--- config.mk ---
export PLATFORM = sky130hd
export DESIGN_NAME = rstp_topology_change_fsm_unit
export DESIGN_NICKNAME = d
export VERILOG_FILES = /design/src/hw/rtl/rtcf_pkg.sv /design/src/hw/rtl/rstp_topology_change_fsm_unit.sv /design/src/hw/rtl/rtcf_csr.sv /design/src/hw/rtl/rtcf_core.sv /design/src/hw/rtl/rtcf_out_buf.sv
export SDC_FILE = /design/constraint.sdc
export NUM_CORES = 1
export LEC_CHECK = 0
export ABC_AREA = 1
export ABC_CLOCK_PERIOD_IN_PS = 2200
export CORE_MARGIN = 3
export CORE_UTILIZATION = 63
export DETAILED_ROUTE_END_ITERATION = 10
export DONT_BUFFER_PORTS = 1
export GPL_ROUTABILITY_DRIVEN = 0
export PLACE_DENSITY = 0.79
export SLEW_MARGIN = 20
export SYNTH_ARGS = -nofsm -noshare
export SYNTH_HDL_FRONTEND = slang
export SYNTH_SLANG_ARGS = --single-unit
export TNS_END_PERCENT = 100
--- constraint.sdc ---
create_clock -name clock -period 2.2 [get_ports clock]
set_input_delay 0.11 -clock clock [delete_from_list [all_inputs] [get_ports clock]]
set_output_delay 0.11 -clock clock [all_outputs]
set_load 0.01 [all_outputs]
--- src/hw/rtl/rtcf_pkg.sv ---
// ----------------------------------------------------------------------------
// rtcf_pkg
// Types and constants shared by the topology change machine modules.
// ----------------------------------------------------------------------------
package rtcf_pkg;

   // machine states, in the order of the fsm_state codes
   typedef enum logic [2:0] {
      ST_INIT         = 3'd0,
      ST_INACTIVE     = 3'd1,
      ST_TCACTIVE     = 3'd2,
      ST_DETECTED     = 3'd3,
      ST_NOTIFIED_TC  = 3'd4,
      ST_PROPAGATING  = 3'd5,
      ST_ACKNOWLEDGED = 3'd6,
      ST_NOTIFIED_TCN = 3'd7
   } state_type;

   typedef enum logic [1:0] {
      ROLE_DISABLED   = 2'd0,
      ROLE_ROOT       = 2'd1,
      ROLE_DESIGNATED = 2'd2,
      ROLE_ALT_BACKUP = 2'd3
   } role_type;

   // register indexes (paddr[3:2])
   typedef enum logic [1:0] {
      REG_HELLO_TIME    = 2'd0,
      REG_MAX_AGE       = 2'd1,
      REG_FORWARD_DELAY = 2'd2,
      REG_UNUSED        = 2'd3
   } reg_index_type;

   localparam int CSR_ADDR_WIDTH = 4;
   localparam int CSR_DATA_WIDTH = 32;
   localparam int TIMER_WIDTH    = 9;

   localparam logic [7:0] HELLO_TIME_RESET    = 8'd2;
   localparam logic [7:0] MAX_AGE_RESET       = 8'd20;
   localparam logic [7:0] FORWARD_DELAY_RESET = 8'd15;

   typedef struct packed {
      logic [7:0] root_hello_time;
      logic [7:0] root_max_age;
      logic [7:0] root_forward_delay;
   } cfg_type;

   typedef struct packed {
      logic       begin_req;
      logic [1:0] port_role;
      logic       oper_edge;
      logic       send_rstp;
      logic       point_to_point;
      logic       set_tc;
      logic       set_rcvd_tc;
      logic       set_rcvd_tcn;
      logic       set_rcvd_tc_ack;
      logic       set_tc_prop;
      logic       clear_tc_ack;
   } req_type;

   typedef struct packed {
      logic [2:0]             fsm_state;
      logic                   changed;
      logic                   load_tc_while;
      logic [TIMER_WIDTH-1:0] tc_while_value;
      logic                   tc_ack_flag;
      logic                   notify_others;
   } rsp_type;

   // handshake between the machine core and the result buffer
   typedef struct packed {
      logic push;
   } buf_ctl_type;

endpackage

--- src/hw/rtl/rstp_topology_change_fsm_unit.sv ---
// ----------------------------------------------------------------------------
// rstp_topology_change_fsm_unit
// Per-port rapid spanning tree topology change machine with APB registers.
// ----------------------------------------------------------------------------
// Path: an accepted transaction passes the input register, then the state
//   evaluation writes the result buffer, which offers it on rsp_.
// Throughput: one transaction per cycle unless req_stall holds the request;
//   a two-entry result buffer absorbs output stalls.
// Reset (synchronous, active high): machine in INIT, all event flags and
//   tcAck clear, buffers empty, registers at hello 2, max age 20, fwd 15.
// ----------------------------------------------------------------------------
module rstp_topology_change_fsm_unit (
   input  logic                                 clock,
   input  logic                                 reset,
   // request channel
   input  logic                                 req_valid,
   output logic                                 req_stall,
   input  rtcf_pkg::req_type                    req_data,
   // response channel
   output logic                                 rsp_valid,
   input  logic                                 rsp_stall,
   output rtcf_pkg::rsp_type                    rsp_data,
   // register port
   input  logic                                 csr_psel,
   input  logic                                 csr_penable,
   input  logic                                 csr_pwrite,
   input  logic [rtcf_pkg::CSR_ADDR_WIDTH-1:0]  csr_paddr,
   input  logic [rtcf_pkg::CSR_DATA_WIDTH-1:0]  csr_pwdata,
   output logic [rtcf_pkg::CSR_DATA_WIDTH-1:0]  csr_prdata,
   output logic                                 csr_pready
);
   import rtcf_pkg::*;

   cfg_type     cfg;       // live timer values; user writes only while idle, unenforced
   buf_ctl_type buf_ctl;   // core push strobe
   rsp_type     result;    // result of the transaction being evaluated
   logic        buf_full;

   // Register bank: hello time, max age and forward delay at 0x0/0x4/0x8.
   rtcf_csr u_csr (
      .clock       (clock),
      .reset       (reset),
      .csr_psel    (csr_psel),
      .csr_penable (csr_penable),
      .csr_pwrite  (csr_pwrite),
      .csr_paddr   (csr_paddr),
      .csr_pwdata  (csr_pwdata),
      .csr_prdata  (csr_prdata),
      .csr_pready  (csr_pready),
      .cfg         (cfg)
   );

   // Core: registers the transaction, folds its pulses into the flags and
   // takes one transition with entry actions. It stalls the request side
   // only when its input register holds a transaction and the buffer is full.
   rtcf_core u_core (
      .clock     (clock),
      .reset     (reset),
      .cfg       (cfg),
      .req_valid (req_valid),
      .req_stall (req_stall),
      .req_data  (req_data),
      .buf_full  (buf_full),
      .buf_ctl   (buf_ctl),
      .result    (result)
   );

   // Result buffer: keeps the core running while the consumer stalls.
   rtcf_out_buf u_out_buf (
      .clock     (clock),
      .reset     (reset),
      .buf_ctl   (buf_ctl),
      .push_data (result),
      .full      (buf_full),
      .rsp_valid (rsp_valid),
      .rsp_stall (rsp_stall),
      .rsp_data  (rsp_data)
   );

endmodule

--- src/hw/rtl/rtcf_csr.sv ---
// ----------------------------------------------------------------------------
// rtcf_csr
// APB register bank holding the root bridge timer values.
// ----------------------------------------------------------------------------
module rtcf_csr (
   input  logic                                 clock,
   input  logic                                 reset,
   input  logic                                 csr_psel,
   input  logic                                 csr_penable,
   input  logic                                 csr_pwrite,
   input  logic [rtcf_pkg::CSR_ADDR_WIDTH-1:0]  csr_paddr,
   input  logic [rtcf_pkg::CSR_DATA_WIDTH-1:0]  csr_pwdata,
   output logic [rtcf_pkg::CSR_DATA_WIDTH-1:0]  csr_prdata,
   output logic                                 csr_pready,
   output rtcf_pkg::cfg_type                    cfg
);
   import rtcf_pkg::*;

   cfg_type       cfg_ff;
   cfg_type       cfg_in;
   reg_index_type index;
   logic          write;

   assign index      = reg_index_type'(csr_paddr[3:2]);
   assign write      = csr_psel && csr_penable && csr_pwrite;
   assign csr_pready = 1'b1;
   assign cfg        = cfg_ff;

   always_comb begin
      cfg_in = cfg_ff;
      if (write) begin
         case (index)
            REG_HELLO_TIME:    cfg_in.root_hello_time    = csr_pwdata[7:0];
            REG_MAX_AGE:       cfg_in.root_max_age       = csr_pwdata[7:0];
            REG_FORWARD_DELAY: cfg_in.root_forward_delay = csr_pwdata[7:0];
            default: ;
         endcase
      end
   end

   always_ff @(posedge clock) begin
      if (reset) begin
         cfg_ff.root_hello_time    <= HELLO_TIME_RESET;
         cfg_ff.root_max_age       <= MAX_AGE_RESET;
         cfg_ff.root_forward_delay <= FORWARD_DELAY_RESET;
      end else begin
         cfg_ff <= cfg_in;
      end
   end

   always_comb begin
      case (index)
         REG_HELLO_TIME:    csr_prdata = {24'd0, cfg_ff.root_hello_time};
         REG_MAX_AGE:       csr_prdata = {24'd0, cfg_ff.root_max_age};
         REG_FORWARD_DELAY: csr_prdata = {24'd0, cfg_ff.root_forward_delay};
         default:           csr_prdata = '0;
      endcase
   end

endmodule

--- src/hw/rtl/rtcf_core.sv ---
// ----------------------------------------------------------------------------
// rtcf_core
// Input register, event flags and the topology change state machine.
// ----------------------------------------------------------------------------
module rtcf_core (
   input  logic                  clock,
   input  logic                  reset,
   input  rtcf_pkg::cfg_type     cfg,
   input  logic                  req_valid,
   output logic                  req_stall,
   input  rtcf_pkg::req_type     req_data,
   input  logic                  buf_full,
   output rtcf_pkg::buf_ctl_type buf_ctl,
   output rtcf_pkg::rsp_type     result
);
   import rtcf_pkg::*;

   typedef struct packed {
      logic tc;
      logic tc_prop;
      logic rcvd_tc;
      logic rcvd_tcn;
      logic rcvd_tc_ack;
      logic tc_ack;
   } flags_type;

   req_type   in_ff;
   logic      in_valid_ff;
   logic      in_valid_in;
   state_type state_ff;
   state_type state_in;
   state_type nxt;
   flags_type flags_ff;
   flags_type flags_in;
   flags_type f;
   logic      fire;
   logic      accept;
   logic      take;
   logic      active;
   logic      notify;
   logic      load;
   logic [TIMER_WIDTH-1:0] value;
   logic [TIMER_WIDTH-1:0] fresh;

   assign fire      = in_valid_ff && !buf_full;
   assign req_stall = in_valid_ff && buf_full;
   assign accept    = req_valid && !req_stall;
   assign in_valid_in = accept || (in_valid_ff && !fire);

   always_ff @(posedge clock) begin
      if (accept) begin
         in_ff <= req_data;
      end
   end

   always_ff @(posedge clock) begin
      if (reset) begin
         in_valid_ff <= 1'b0;
         state_ff    <= ST_INIT;
         flags_ff    <= '0;
      end else begin
         in_valid_ff <= in_valid_in;
         state_ff    <= state_in;
         flags_ff    <= flags_in;
      end
   end

   assign active = (role_type'(in_ff.port_role) == ROLE_ROOT) ||
                   (role_type'(in_ff.port_role) == ROLE_DESIGNATED);

   // fresh tcWhile: two hello times on a p2p RSTP link, else max age + fwd delay
   assign fresh = (in_ff.send_rstp && in_ff.point_to_point)
                ? {cfg.root_hello_time, 1'b0}
                : {1'b0, cfg.root_max_age} + {1'b0, cfg.root_forward_delay};

   always_comb begin
      // set pulses and the tcAck clear act before the transition
      f.tc          = flags_ff.tc          | in_ff.set_tc;
      f.rcvd_tc     = flags_ff.rcvd_tc     | in_ff.set_rcvd_tc;
      f.rcvd_tcn    = flags_ff.rcvd_tcn    | in_ff.set_rcvd_tcn;
      f.rcvd_tc_ack = flags_ff.rcvd_tc_ack | in_ff.set_rcvd_tc_ack;
      f.tc_prop     = flags_ff.tc_prop     | in_ff.set_tc_prop;
      f.tc_ack      = flags_ff.tc_ack      & ~in_ff.clear_tc_ack;

      take = 1'b0;
      nxt  = state_ff;
      if (in_ff.begin_req) begin
         take = 1'b1;
         nxt  = ST_INIT;
      end else begin
         case (state_ff)
            ST_INIT: begin
               take = 1'b1;
               nxt  = ST_INACTIVE;
            end
            ST_INACTIVE: begin
               if (active) begin
                  take = 1'b1;
                  nxt  = ST_TCACTIVE;
               end else if (f.rcvd_tc || f.rcvd_tcn || f.rcvd_tc_ack ||
                            f.tc || f.tc_prop) begin
                  // re-entry clears the stale events
                  take = 1'b1;
                  nxt  = ST_INACTIVE;
               end
            end
            ST_TCACTIVE: begin
               take = 1'b1;
               if (!active)                           nxt = ST_INIT;
               else if (f.tc)                         nxt = ST_DETECTED;
               else if (f.rcvd_tcn)                   nxt = ST_NOTIFIED_TCN;
               else if (f.rcvd_tc)                    nxt = ST_NOTIFIED_TC;
               else if (f.tc_prop && !in_ff.oper_edge) nxt = ST_PROPAGATING;
               else if (f.rcvd_tc_ack)                nxt = ST_ACKNOWLEDGED;
               else                                   take = 1'b0;
            end
            ST_NOTIFIED_TCN: begin
               take = 1'b1;
               nxt  = ST_NOTIFIED_TC;
            end
            default: begin
               // transient states fall back to TCACTIVE unconditionally
               take = 1'b1;
               nxt  = ST_TCACTIVE;
            end
         endcase
      end

      load     = 1'b0;
      value    = '0;
      notify   = 1'b0;
      flags_in = f;
      if (take) begin
         case (nxt)
            ST_INIT: begin
               load             = 1'b1;
               flags_in.tc      = 1'b0;
               flags_in.tc_prop = 1'b0;
               flags_in.tc_ack  = 1'b0;
            end
            ST_INACTIVE: begin
               flags_in.rcvd_tc     = 1'b0;
               flags_in.rcvd_tcn    = 1'b0;
               flags_in.rcvd_tc_ack = 1'b0;
               flags_in.tc          = 1'b0;
               flags_in.tc_prop     = 1'b0;
            end
            ST_DETECTED: begin
               load        = 1'b1;
               value       = fresh;
               notify      = 1'b1;
               flags_in.tc = 1'b0;
            end
            ST_NOTIFIED_TC: begin
               flags_in.rcvd_tcn = 1'b0;
               flags_in.rcvd_tc  = 1'b0;
               if (role_type'(in_ff.port_role) == ROLE_DESIGNATED) begin
                  flags_in.tc_ack = 1'b1;
               end
               notify = 1'b1;
            end
            ST_PROPAGATING: begin
               load             = 1'b1;
               value            = fresh;
               flags_in.tc_prop = 1'b0;
            end
            ST_ACKNOWLEDGED: begin
               load                 = 1'b1;
               flags_in.rcvd_tc_ack = 1'b0;
            end
            ST_NOTIFIED_TCN: begin
               load  = 1'b1;
               value = fresh;
            end
            default: ;
         endcase
      end

      if (!fire) begin
         flags_in = flags_ff;
         state_in = state_ff;
      end else begin
         state_in = nxt;
      end
   end

   assign result.fsm_state      = nxt;
   assign result.changed        = take;
   assign result.load_tc_while  = load;
   assign result.tc_while_value = value;
   assign result.tc_ack_flag    = flags_in.tc_ack;
   assign result.notify_others  = notify;

   assign buf_ctl.push = fire;

   // stored state tracks the reported state
   a_state_follows: assert property (@(posedge clock) disable iff (reset)
      fire |=> state_ff == state_type'($past(result.fsm_state)))
      else $error("state register does not match reported state");

   a_begin_init: assert property (@(posedge clock) disable iff (reset)
      (fire && in_ff.begin_req) |=> (state_ff == ST_INIT) && !flags_ff.tc_ack)
      else $error("begin did not land in INIT with tcAck clear");

   a_hold_when_stalled: assert property (@(posedge clock) disable iff (reset)
      !fire |=> $stable(state_ff) && $stable(flags_ff))
      else $error("machine state moved without a transaction");

   a_no_change_no_load: assert property (@(posedge clock) disable iff (reset)
      (fire && !result.changed) |-> !result.load_tc_while && !result.notify_others)
      else $error("entry action without a transition");

endmodule

--- src/hw/rtl/rtcf_out_buf.sv ---
// ----------------------------------------------------------------------------
// rtcf_out_buf
// Two-entry result buffer between the machine core and the response channel.
// ----------------------------------------------------------------------------
module rtcf_out_buf (
   input  logic                  clock,
   input  logic                  reset,
   input  rtcf_pkg::buf_ctl_type buf_ctl,
   input  rtcf_pkg::rsp_type     push_data,
   output logic                  full,
   output logic                  rsp_valid,
   input  logic                  rsp_stall,
   output rtcf_pkg::rsp_type     rsp_data
);
   import rtcf_pkg::*;

   rsp_type    entry_ff [2];
   logic       wr_ptr_ff;
   logic       wr_ptr_in;
   logic       rd_ptr_ff;
   logic       rd_ptr_in;
   logic [1:0] count_ff;
   logic [1:0] count_in;
   logic       pop;

   assign full      = count_ff == 2'd2;
   assign rsp_valid = count_ff != 2'd0;
   assign rsp_data  = entry_ff[rd_ptr_ff];
   assign pop       = rsp_valid && !rsp_stall;

   always_comb begin
      wr_ptr_in = wr_ptr_ff ^ buf_ctl.push;
      rd_ptr_in = rd_ptr_ff ^ pop;
      count_in  = count_ff + {1'b0, buf_ctl.push} - {1'b0, pop};
   end

   always_ff @(posedge clock) begin
      if (buf_ctl.push) begin
         entry_ff[wr_ptr_ff] <= push_data;
      end
   end

   always_ff @(posedge clock) begin
      if (reset) begin
         wr_ptr_ff <= 1'b0;
         rd_ptr_ff <= 1'b0;
         count_ff  <= 2'd0;
      end else begin
         wr_ptr_ff <= wr_ptr_in;
         rd_ptr_ff <= rd_ptr_in;
         count_ff  <= count_in;
      end
   end

endmodule
==> flow_summary.json, run 1 <==
{
  "ys_seq_area_frac": 0.507,
  "max_slew_margin": 0.393,
  "finalCriticalPeriod_ns": 2.09,
  "max_freq_mhz": 478,
  "htree_levels": 3,
  "cp_cell_sequence": "ha_2 -> fa_2 -> nand3_1 -> nand3_1 -> nand2_1 -> nand2_1 -> a21oi_2 -> xor2_1 -> nand2_1 -> o21ai_0 -> nor2_1",
  "yosysWarnings": 0,
  "synth_flop_cell": "edfxtp_1",
  "numPortBuffers": 0,
  "initial_core_util": 0.670,
  "die_w_um": 86.7,
  "antenna_left": 0,
  "syn_area_um2": 4110,
  "slowest_delay_ns": 0.36,
  "yosysTopAreaCellShare": 0.322,
  "finalCritPeriodShare": 0.950,
  "die_h_um": 86.7,
  "crit_fanout": 3,
  "drt_iter0_drc": 226,
  "power_leakage_uw": 0.00204,
  "grt_pass1_wl_um": 14400,
  "yosysTopAreaCell": "edfxtp_1",
  "diodes": 0,
  "vdd_drop_max_uv": 602,
  "finalNetCount": 595,
  "critPathMostFrequentCell": "nand2_1",
  "num_rows": 28,
  "ys_ff_latch": 82,
  "total_power_uw": 3760,
  "cp_data_arrival_time_ns": 2.19,
  "clockRootBuffer": "clkbuf_8",
  "synth_commonest_cells": "nand2_1, nor2_1, edfxtp_1, inv_1, dfxtp_1",
  "syn2layout_area_growth_pct": 10.9,
  "cts_made_buffers": 9,
  "finalHoldViolations": 0,
  "nFillCells": 448,
  "maxSlewViolCount": 0,
  "synth_cell_types": 34,
  "syn-instance-count": 494,
  "clock_sinks": 82,
  "die_area_um2": 7520,
  "antenna_found_initial": 0,
  "r2r_cells": 11,
  "drc": 0,
  "routed_via_density": 5.35,
  "postSynthAreaPerCell_um2": 8.32,
  "finClkSkew_ns": 0.00649,
  "finalSetupTns_ns": 0,
  "drive_above_1_share": 0.0904,
  "synthArstFlopShare": 0,
  "ios": 106,
  "power_density_nw_per_um2": 825,
  "clock_latency_ns": 0.35,
  "hold_class": "in2reg",
  "hold_path_depth": 5,
  "required_ns": 2.30,
  "end_kind": "register",
  "clock_path_buffers": 2,
  "coreArea_um2": 6130,
  "critPathKind": "reg2reg",
  "cap_violations": 0,
  "grt_max_degree": 32,
  "fin_util": 0.743,
  "ys_top_cells_by_area": "edfxtp_1, dfxtp_1, nand2_1",
  "drt_wl_total_um": 8890,
  "status": "completed",
  "startpoint_type": "register",
  "setup_viol": 0,
  "grt_usage": 0.251,
  "yosysMostFrequentCell": "nand2_1",
  "grt_remaining_overflow": 0,
  "wl_per_cell_um": 14.7,
  "synth_edf_count": 44,
  "clk_pin_slew_ns": 0.08,
  "tightest_slew_ns": 0.910,
  "dpl.hpwl_um": 5990,
  "first_pass_iters": 6,
  "first_global_vias": 3028,
  "cts_tree": "done",
  "crit_slowest_cell": "fa_2",
  "vias": 3242
}
[layout make-up]
class,count,area (um2),share of cell area
Timing Repair Buffer,32,298,0.0653
Multi-Input combinational cell,351,1710,0.375
Sequential cell,82,2080,0.457
Clock inverter,5,53.8,0.0118
Clock buffer,11,131,0.0288
Inverter,50,188,0.0412
Tap cell,75,93.8,0.0206
[layout by cell type (no fill, tap or decap), drive strengths merged, types with 2 or more instances in the layout]
cell         instances
o211ai               6
o21ai               30
a21oi               25
nor3                 2
ha                  13
o21bai               2
nor2                61
buf                  9
clkinv               2
xor2                 3
edfxtp              44
clkbuf              11
dlygate4sd3         23
inv                 51
dfxtp               38
nand2              147
nand4                2
nand3               29
conb                25
[worst paths after layout]
kind | start | to | slack (ns)
max | u_csr.cfg[0]$_SDFFE_PP1P_ | u_out_buf.entry_ff[1][8]$_DFFE_PP_ | 0.11
min | csr_paddr[3] | u_csr.cfg[1]$_SDFFE_PP1P_ | 0.22
max reg2reg | u_csr.cfg[0]$_SDFFE_PP1P_ | u_out_buf.entry_ff[1][8]$_DFFE_PP_ | 0.11
min reg2reg | u_core.flags_ff[4]$_SDFFE_PP0P_ | u_core.flags_ff[4]$_SDFFE_PP0P_ | 0.47
[power breakdown]
part / internal [uW] / switching, uW
clock: 522 / 533
combinational: 254 / 607
sequential: 1780 / 67.4
[sequential cells by signal, summed over array words and instances (netlist names)]
register             flops
u_out_buf.entry_ff      32
u_csr.cfg               24
u_core.in_ff            12
u_core.flags_ff          6
u_core.state_ff          3
u_out_buf.count_ff       2
u_core.in_valid_ff       1
u_out_buf.rd_ptr_ff      1
u_out_buf.wr_ptr_ff      1
[what timing repair did]
item,in CTS,in global routing
hold buffers,23,0
resized for setup,0,3
setup endpoints to repair,0,4
hold endpoints to repair,44,0
setup buffers,0,1
[metrics by stage]
step                      area, um2  hold WS (ns)  std cells  setup slack (ns)
after floorplan                4190         0.209        517             0.254
after global placement         4130         0.176        566             0.129
after detailed placement       4130         0.177        566            0.0795
after CTS                      4540         0.206        605            0.0493
after global routing           4560         0.240        606          -0.00369
final                          4560         0.221        606             0.110
[critical path: cells and delay by family (launching register included)]
kind | cells | cell delay, ns
DFF | 1 | 0.33
and+or+nand+nor | 6 | 0.53
xor gates and xnor gates | 1 | 0.16
AOI/OAI and AO/OA | 2 | 0.26
adders and majority gates | 2 | 0.56
[logic make-up after synthesis]
group,count (synthesis),share of synthesized area
flip-flops,82,0.507
buffers and inverters,84,0.0999
other,2,0.00183
AND/OR/NAND/NOR,243,0.246
AO/OA/AOI/OAI,65,0.0929
XOR/XNOR,4,0.00853
adder cells (fa/ha/maj),14,0.0445
[routing by layer]
metal  part of all wire  up-vias  global-route usage
li1                   -     1611                   -
met1               0.43     1474               0.331
met2               0.47      146               0.402
met3              0.090       11              0.0665
met4              0.012        0              0.0864
met5                  0        -                   0
No activity file was read; power rests on OpenSTA's default activity.
==> run 2: changes to the inputs <==
==> constraint.sdc (replaced) <==
create_clock -name clock -period 2.2 [get_ports clock]
set_input_delay 0.55 -clock clock [delete_from_list [all_inputs] [get_ports clock]]
set_output_delay 0.55 -clock clock [all_outputs]
set_load 0.01 [all_outputs]
==> flow_summary.json, run 2 (synthesis gave the netlist of run 1 again) <==
{
  "slowest_delay_ns": 0.37,
  "clk_pin_slew_ns": 0.09,
  "cp_cell_sequence": "ha_1 -> fa_2 -> nand3_1 -> nand3_1 -> nand2_1 -> nand2_1 -> a21oi_2 -> o21bai_1 -> nand2_1 -> nand2_1 -> o21a_1",
  "layout_commonest_cell": "nand2_1",
  "maxSlewViolCount": 0,
  "numPortBuffers": 0,
  "wl_per_cell_um": 14.4,
  "diodes": 0,
  "num_rows": 28,
  "antenna_left": 0,
  "antenna_found_initial": 0,
  "critPathKind": "reg2reg",
  "finalNetCount": 572,
  "grt_pass1_wl_um": 13800,
  "initial_core_util": 0.670,
  "tightest_slew_ns": 0.522,
  "placed_cells": 567,
  "crit_fanout": 3,
  "post_cts_resized": 0,
  "syn2layout_area_growth_pct": 6.09,
  "die_h_um": 86.7,
  "setup_viol": 0,
  "grt_max_degree": 32,
  "dpl.hpwl_um": 6060,
  "cap_violations": 0,
  "end_kind": "register",
  "drt_wl_total_um": 8410,
  "htree_levels": 3,
  "finalCritPeriodShare": 0.929,
  "die_w_um": 86.7,
  "cpLargestDelayFamily": "adder cells",
  "grt_remaining_overflow": 0,
  "p_switching_uw": 1180,
  "cts_tree": "done",
  "swShare": 0.307,
  "drc": 0,
  "coreArea_um2": 6130,
  "ios": 106,
  "max_freq_mhz": 489,
  "finalCriticalPeriod_ns": 2.04,
  "clockRootBuffer": "clkbuf_8",
  "comb_power_share": 0.210,
  "finClkSkew_ns": 0.0127,
  "required_ns": 2.31,
  "crit_slowest_cell": "fa_2",
  "clock_path_buffers": 2,
  "vdd_drop_max_uv": 607,
  "top_register": "u_out_buf.entry_ff",
  "max_slew_margin": 0.650,
  "power_density_nw_per_um2": 882,
  "rsz0062_at_grt": "no",
  "status": "completed",
  "critPathMostFrequentCell": "nand2_1",
  "clock_power_share": 0.310,
  "hold_class": "in2reg",
  "instances_no_fill": 583,
  "drive_above_1_share": 0.0984,
  "vias": 3141,
  "cp_data_arrival_time_ns": 2.15,
  "grt_usage": 0.241,
  "crit_buf_inv": 0,
  "die_area_um2": 7520,
  "finalHoldViolations": 0,
  "first_global_vias": 2950,
  "cell_internal_pwr_uw": 2660,
  "cts_made_buffers": 9,
  "cts_hold_buf": 0,
  "seq_power_share": 0.480,
  "clock_latency_ns": 0.36,
  "finalSetupTns_ns": 0,
  "routed_via_density": 5.39,
  "first_pass_iters": 4,
  "largest_register_ffs": 32,
  "layout_common_cells": "nand2_1, nor2_1, inv_1, edfxtp_1, dfxtp_1",
  "drt_iter0_drc": 155,
  "post_cts_buffers": 0,
  "power_leakage_uw": 0.00197,
  "startpoint_type": "register",
  "clock_sinks": 82
}
==> run 2: cell types whose count changed in the layout (fill, tap and decap cells not counted), sizes merged <==
| cell | delta |
|---|---|
| bufinv | +1 |
| dlygate4sd3 | -23 |
| inv | -1 |
==> run 2: worst register-to-register path, cell delays in order, from the launching register on <==
cell and delay (ns):
dfxtp_1 0.33, ha_1 0.24, fa_2 0.37, nand3_1 0.08
nand3_1 0.09, nand2_1 0.09, nand2_1 0.07, a21oi_2 0.15
o21bai_1 0.08, nand2_1 0.06, nand2_1 0.05, o21a_1 0.20
==> run 2: layer usage <==
layer | track usage | part of all wire
met5 | 0 | 0
met4 | 0.101 | 0.018
met3 | 0.0599 | 0.093
met2 | 0.379 | 0.45
met1 | 0.319 | 0.44
==> run 2: stage by stage <==
step	setup WS [ns]	utilization	area [um2]	power (uW)	hold slack, ns
floorplan	0.254	-	4190	2540	0.441
global placement	0.123	0.674	4130	2650	0.447
detailed placement	0.102	0.674	4130	2690	0.456
CTS	0.0728	0.710	4350	3860	0.236
global route	0.0151	0.711	4360	4060	0.231
finish	0.156	0.711	4360	3840	0.249
==> run 2: area by class of cell <==
cell class,instances,area (um2)
Multi-Input combinational cell,351,1710
Timing Repair Buffer,9,67.6
Clock inverter,5,77.6
Sequential cell,82,2080
Tap cell,75,93.8
Clock buffer,11,141
Fill cell,485,1770
Inverter,50,188
==> run 2: path summary, 6_finish.rpt <==
kind / start / end / slack [ns] / cells after the start
worst min register to register: u_core.flags_ff[4]$_SDFFE_PP0P_ / u_core.flags_ff[4]$_SDFFE_PP0P_ / 0.47 / 2
worst max-delay path: u_csr.cfg[0]$_SDFFE_PP1P_ / u_out_buf.entry_ff[0][10]$_DFFE_PP_ / 0.16 / 11
worst min-delay path: reset / u_core.flags_ff[1]$_SDFFE_PP0P_ / 0.25 / 1
worst max register to register: u_csr.cfg[0]$_SDFFE_PP1P_ / u_out_buf.entry_ff[0][10]$_DFFE_PP_ / 0.16 / 11
==> run 2: power groups by stage <==
| stage | sequential, uW | combinational [uW] | clock (uW) |
|---|---|---|---|
| after global placement | 1870 | 784 | 0 |
| after global routing | 1860 | 933 | 1270 |
| after floorplan | 1860 | 679 | 0 |
| after detailed placement | 1880 | 808 | 0 |
| final | 1840 | 808 | 1190 |
| after CTS | 1840 | 810 | 1210 |
==> run 3: changes to the inputs <==
--- a/config.mk
+++ b/config.mk
@@ -5,7 +5,6 @@
 export SDC_FILE = /design/constraint.sdc
 export NUM_CORES = 1
 export LEC_CHECK = 0
-export ABC_AREA = 1
 export ABC_CLOCK_PERIOD_IN_PS = 2200
 export CORE_MARGIN = 3
 export CORE_UTILIZATION = 63
==> flow_summary.json, run 3 <==
{
  "wl_met1_um": 3810,
  "max_freq_mhz": 468,
  "die_area_um2": 7700,
  "grt_pass1_wl_um": 12700,
  "yosysTopAreaCell": "edfxtp_1",
  "postSynthAreaPerCell_um2": 10.8,
  "yosysWarnings": 0,
  "clockRootBuffer": "clkbuf_8",
  "cts_made_buffers": 9,
  "wl_met2_um": 3530,
  "first_global_vias": 2582,
  "yosysMostFrequentCell": "edfxtp_1",
  "num_rows": 29,
  "placement.setup.worst_slack_ns": -0.0536,
  "top_register": "u_out_buf.entry_ff",
  "numPortBuffers": 0,
  "required_ns": 2.29,
  "largest_register_ffs": 32,
  "status": "completed",
  "synth_top_family_by_area": "simple AND/OR/NAND/NOR gates",
  "first_pass_iters": 4,
  "synthMuxAreaShare": 0.0904,
  "finalNetCount": 470,
  "drt_iter0_drc": 157,
  "antenna_left": 0,
  "yosysTopAreaCellShare": 0.314,
  "die_h_um": 87.7,
  "rsz0062_at_grt": "yes",
  "wl_per_cell_um": 16.7,
  "holdWs_ns": 0.259,
  "startpoint_type": "register",
  "min-delay-start": "reset",
  "finalHoldViolations": 0,
  "coreArea_um2": 6420,
  "cts_tree": "done",
  "synth_flop_cell": "edfxtp_1",
  "synth_compound_area_frac": 0.120,
  "maxSlewViolCount": 0,
  "synth_edf_count": 44,
  "synthArstFlopShare": 0,
  "top_layer_used": "met4",
  "end_kind": "register",
  "initial_core_util": 0.655,
  "antenna_found_initial": 0,
  "diodes": 0,
  "syn-instance-count": 391,
  "finalSetupTns_ns": 0,
  "synth-xor-area-share": 0.0125,
  "ys_seq_area_frac": 0.495,
  "synth_commonest_cells": "edfxtp_1, nand2_1, dfxtp_1, nor2_1, buf_4",
  "ios": 106,
  "setup_ws_ns": 0.0613,
  "cap_violations": 0,
  "die_w_um": 87.7,
  "vias": 2844,
  "finClkSkew_ns": 0.00810,
  "cp_data_arrival_time_ns": 2.22,
  "met3_length_um": 626,
  "max_slew_margin": 0.516,
  "critPathKind": "reg2reg",
  "clock_path_buffers": 2,
  "syn2layout_area_growth_pct": 9.78,
  "drive_above_1_share": 0.207,
  "drt_wl_total_um": 8060,
  "finalCriticalPeriod_ns": 2.14,
  "drc": 0,
  "synth_cell_types": 62,
  "clock_latency_ns": 0.35,
  "grt_usage": 0.218,
  "layout_common_cells": "edfxtp_1, nand2_1, dfxtp_1",
  "vdd_drop_max_uv": 610,
  "synthAdderAreaFrac": 0.0434,
  "htree_levels": 3,
  "tightest_slew_ns": 0.726,
  "grt_remaining_overflow": 0,
  "power_density_nw_per_um2": 742,
  "power_leakage_uw": 0.00169,
  "hold_class": "in2reg",
  "routed_via_density": 5.89,
  "ys_ff_latch": 82,
  "setup_viol": 0,
  "total_power_uw": 3430,
  "ys_top_cells_by_area": "edfxtp_1, dfxtp_1, mux2i_1",
  "clk_pin_slew_ns": 0.08,
  "r2r-start": "u_csr.cfg[8]$_SDFFE_PP0P_",
  "synth-simple-area-share": 0.164,
  "grt_max_degree": 38,
  "clock_sinks": 82,
  "crit_fanout": 3,
  "syn_area_um2": 4210,
  "dpl.hpwl_um": 5600,
  "critPathLaunch": "u_csr.cfg[8]$_SDFFE_PP0P_",
  "layout_commonest_cell": "edfxtp_1",
  "finalCritPeriodShare": 0.972
}
[run 3: cell count changes in the layout (fill, tap and decap cells not counted), sizes merged, moves of 6 or more]
cell / change
a211o: +6
a21o: +8
buf: +7
inv: -42
mux2: +16
mux2i: +20
nand2: -108
nand3: -16
nor2: -29
nor2b: +11
nor3b: +6
o21ai: -19
[run 3: path summary, 6_finish.rpt]
check	endpoint	slack, ns	cells after the start
worst max-delay path	u_out_buf.entry_ff[0][10]$_DFFE_PP_	0.06	8
worst min-delay path	u_csr.cfg[9]$_SDFFE_PP0P_	0.26	1
worst max register to register	u_out_buf.entry_ff[0][10]$_DFFE_PP_	0.06	8
worst min register to register	u_csr.cfg[13]$_SDFFE_PP0P_	0.48	2
[run 3: final cells by class]
type,count,area [um2]
inverters,10,46.3
repair buffers,17,158
clock buffers,10,128
clock inverters,6,67.6
flip-flops and latches,82,2090
fillers,480,1800
well taps,77,96.3
multi-input cells,281,2040
[run 3: through the flow]
step                 util  std cells  area [um2]
finish              0.719        483        4620
global route        0.719        483        4620
CTS                 0.697        481        4470
detailed placement  0.663        465        4260
global placement    0.663        465        4260
floorplan               -        414        4300
[run 3: worst max-delay path, cell delays in order, from the launching register on]
cell and delay [ns]:
dfxtp_2 0.34, ha_4 0.16, fa_2 0.34, a21o_1 0.17, a21o_1 0.19, a211oi_2 0.23
nor3b_2 0.08, o21ai_0 0.27, a211oi_4 0.10
[run 3: repair_timing]
item	CTS	global route
setup endpoints to repair	18	18
gates resized for setup	5	25
pin swaps	1	11
setup buffers	0	1
cloned	0	1
hold buffers	0	0
[run 3: cells by family after synthesis]
kind of cell / Yosys count
flops: 82
other cells: 2
xor+xnor: 6
fa+ha+maj: 14
mux: 36
simple gates: 130
compound gates: 70
buf+inv: 51
[run 3: where the power goes]
part           total [uW]  switching, uW  internal (uW)
combinational         588            335            253
sequential           1780           63.0           1720
clock                1060            534            526
[run 3: per-layer routing]
layer / vias up / global-route usage
met5: - / 0
met4: 0 / 0.0879
met3: 6 / 0.0706
met2: 92 / 0.309
met1: 1360 / 0.311
li1: 1386 / -
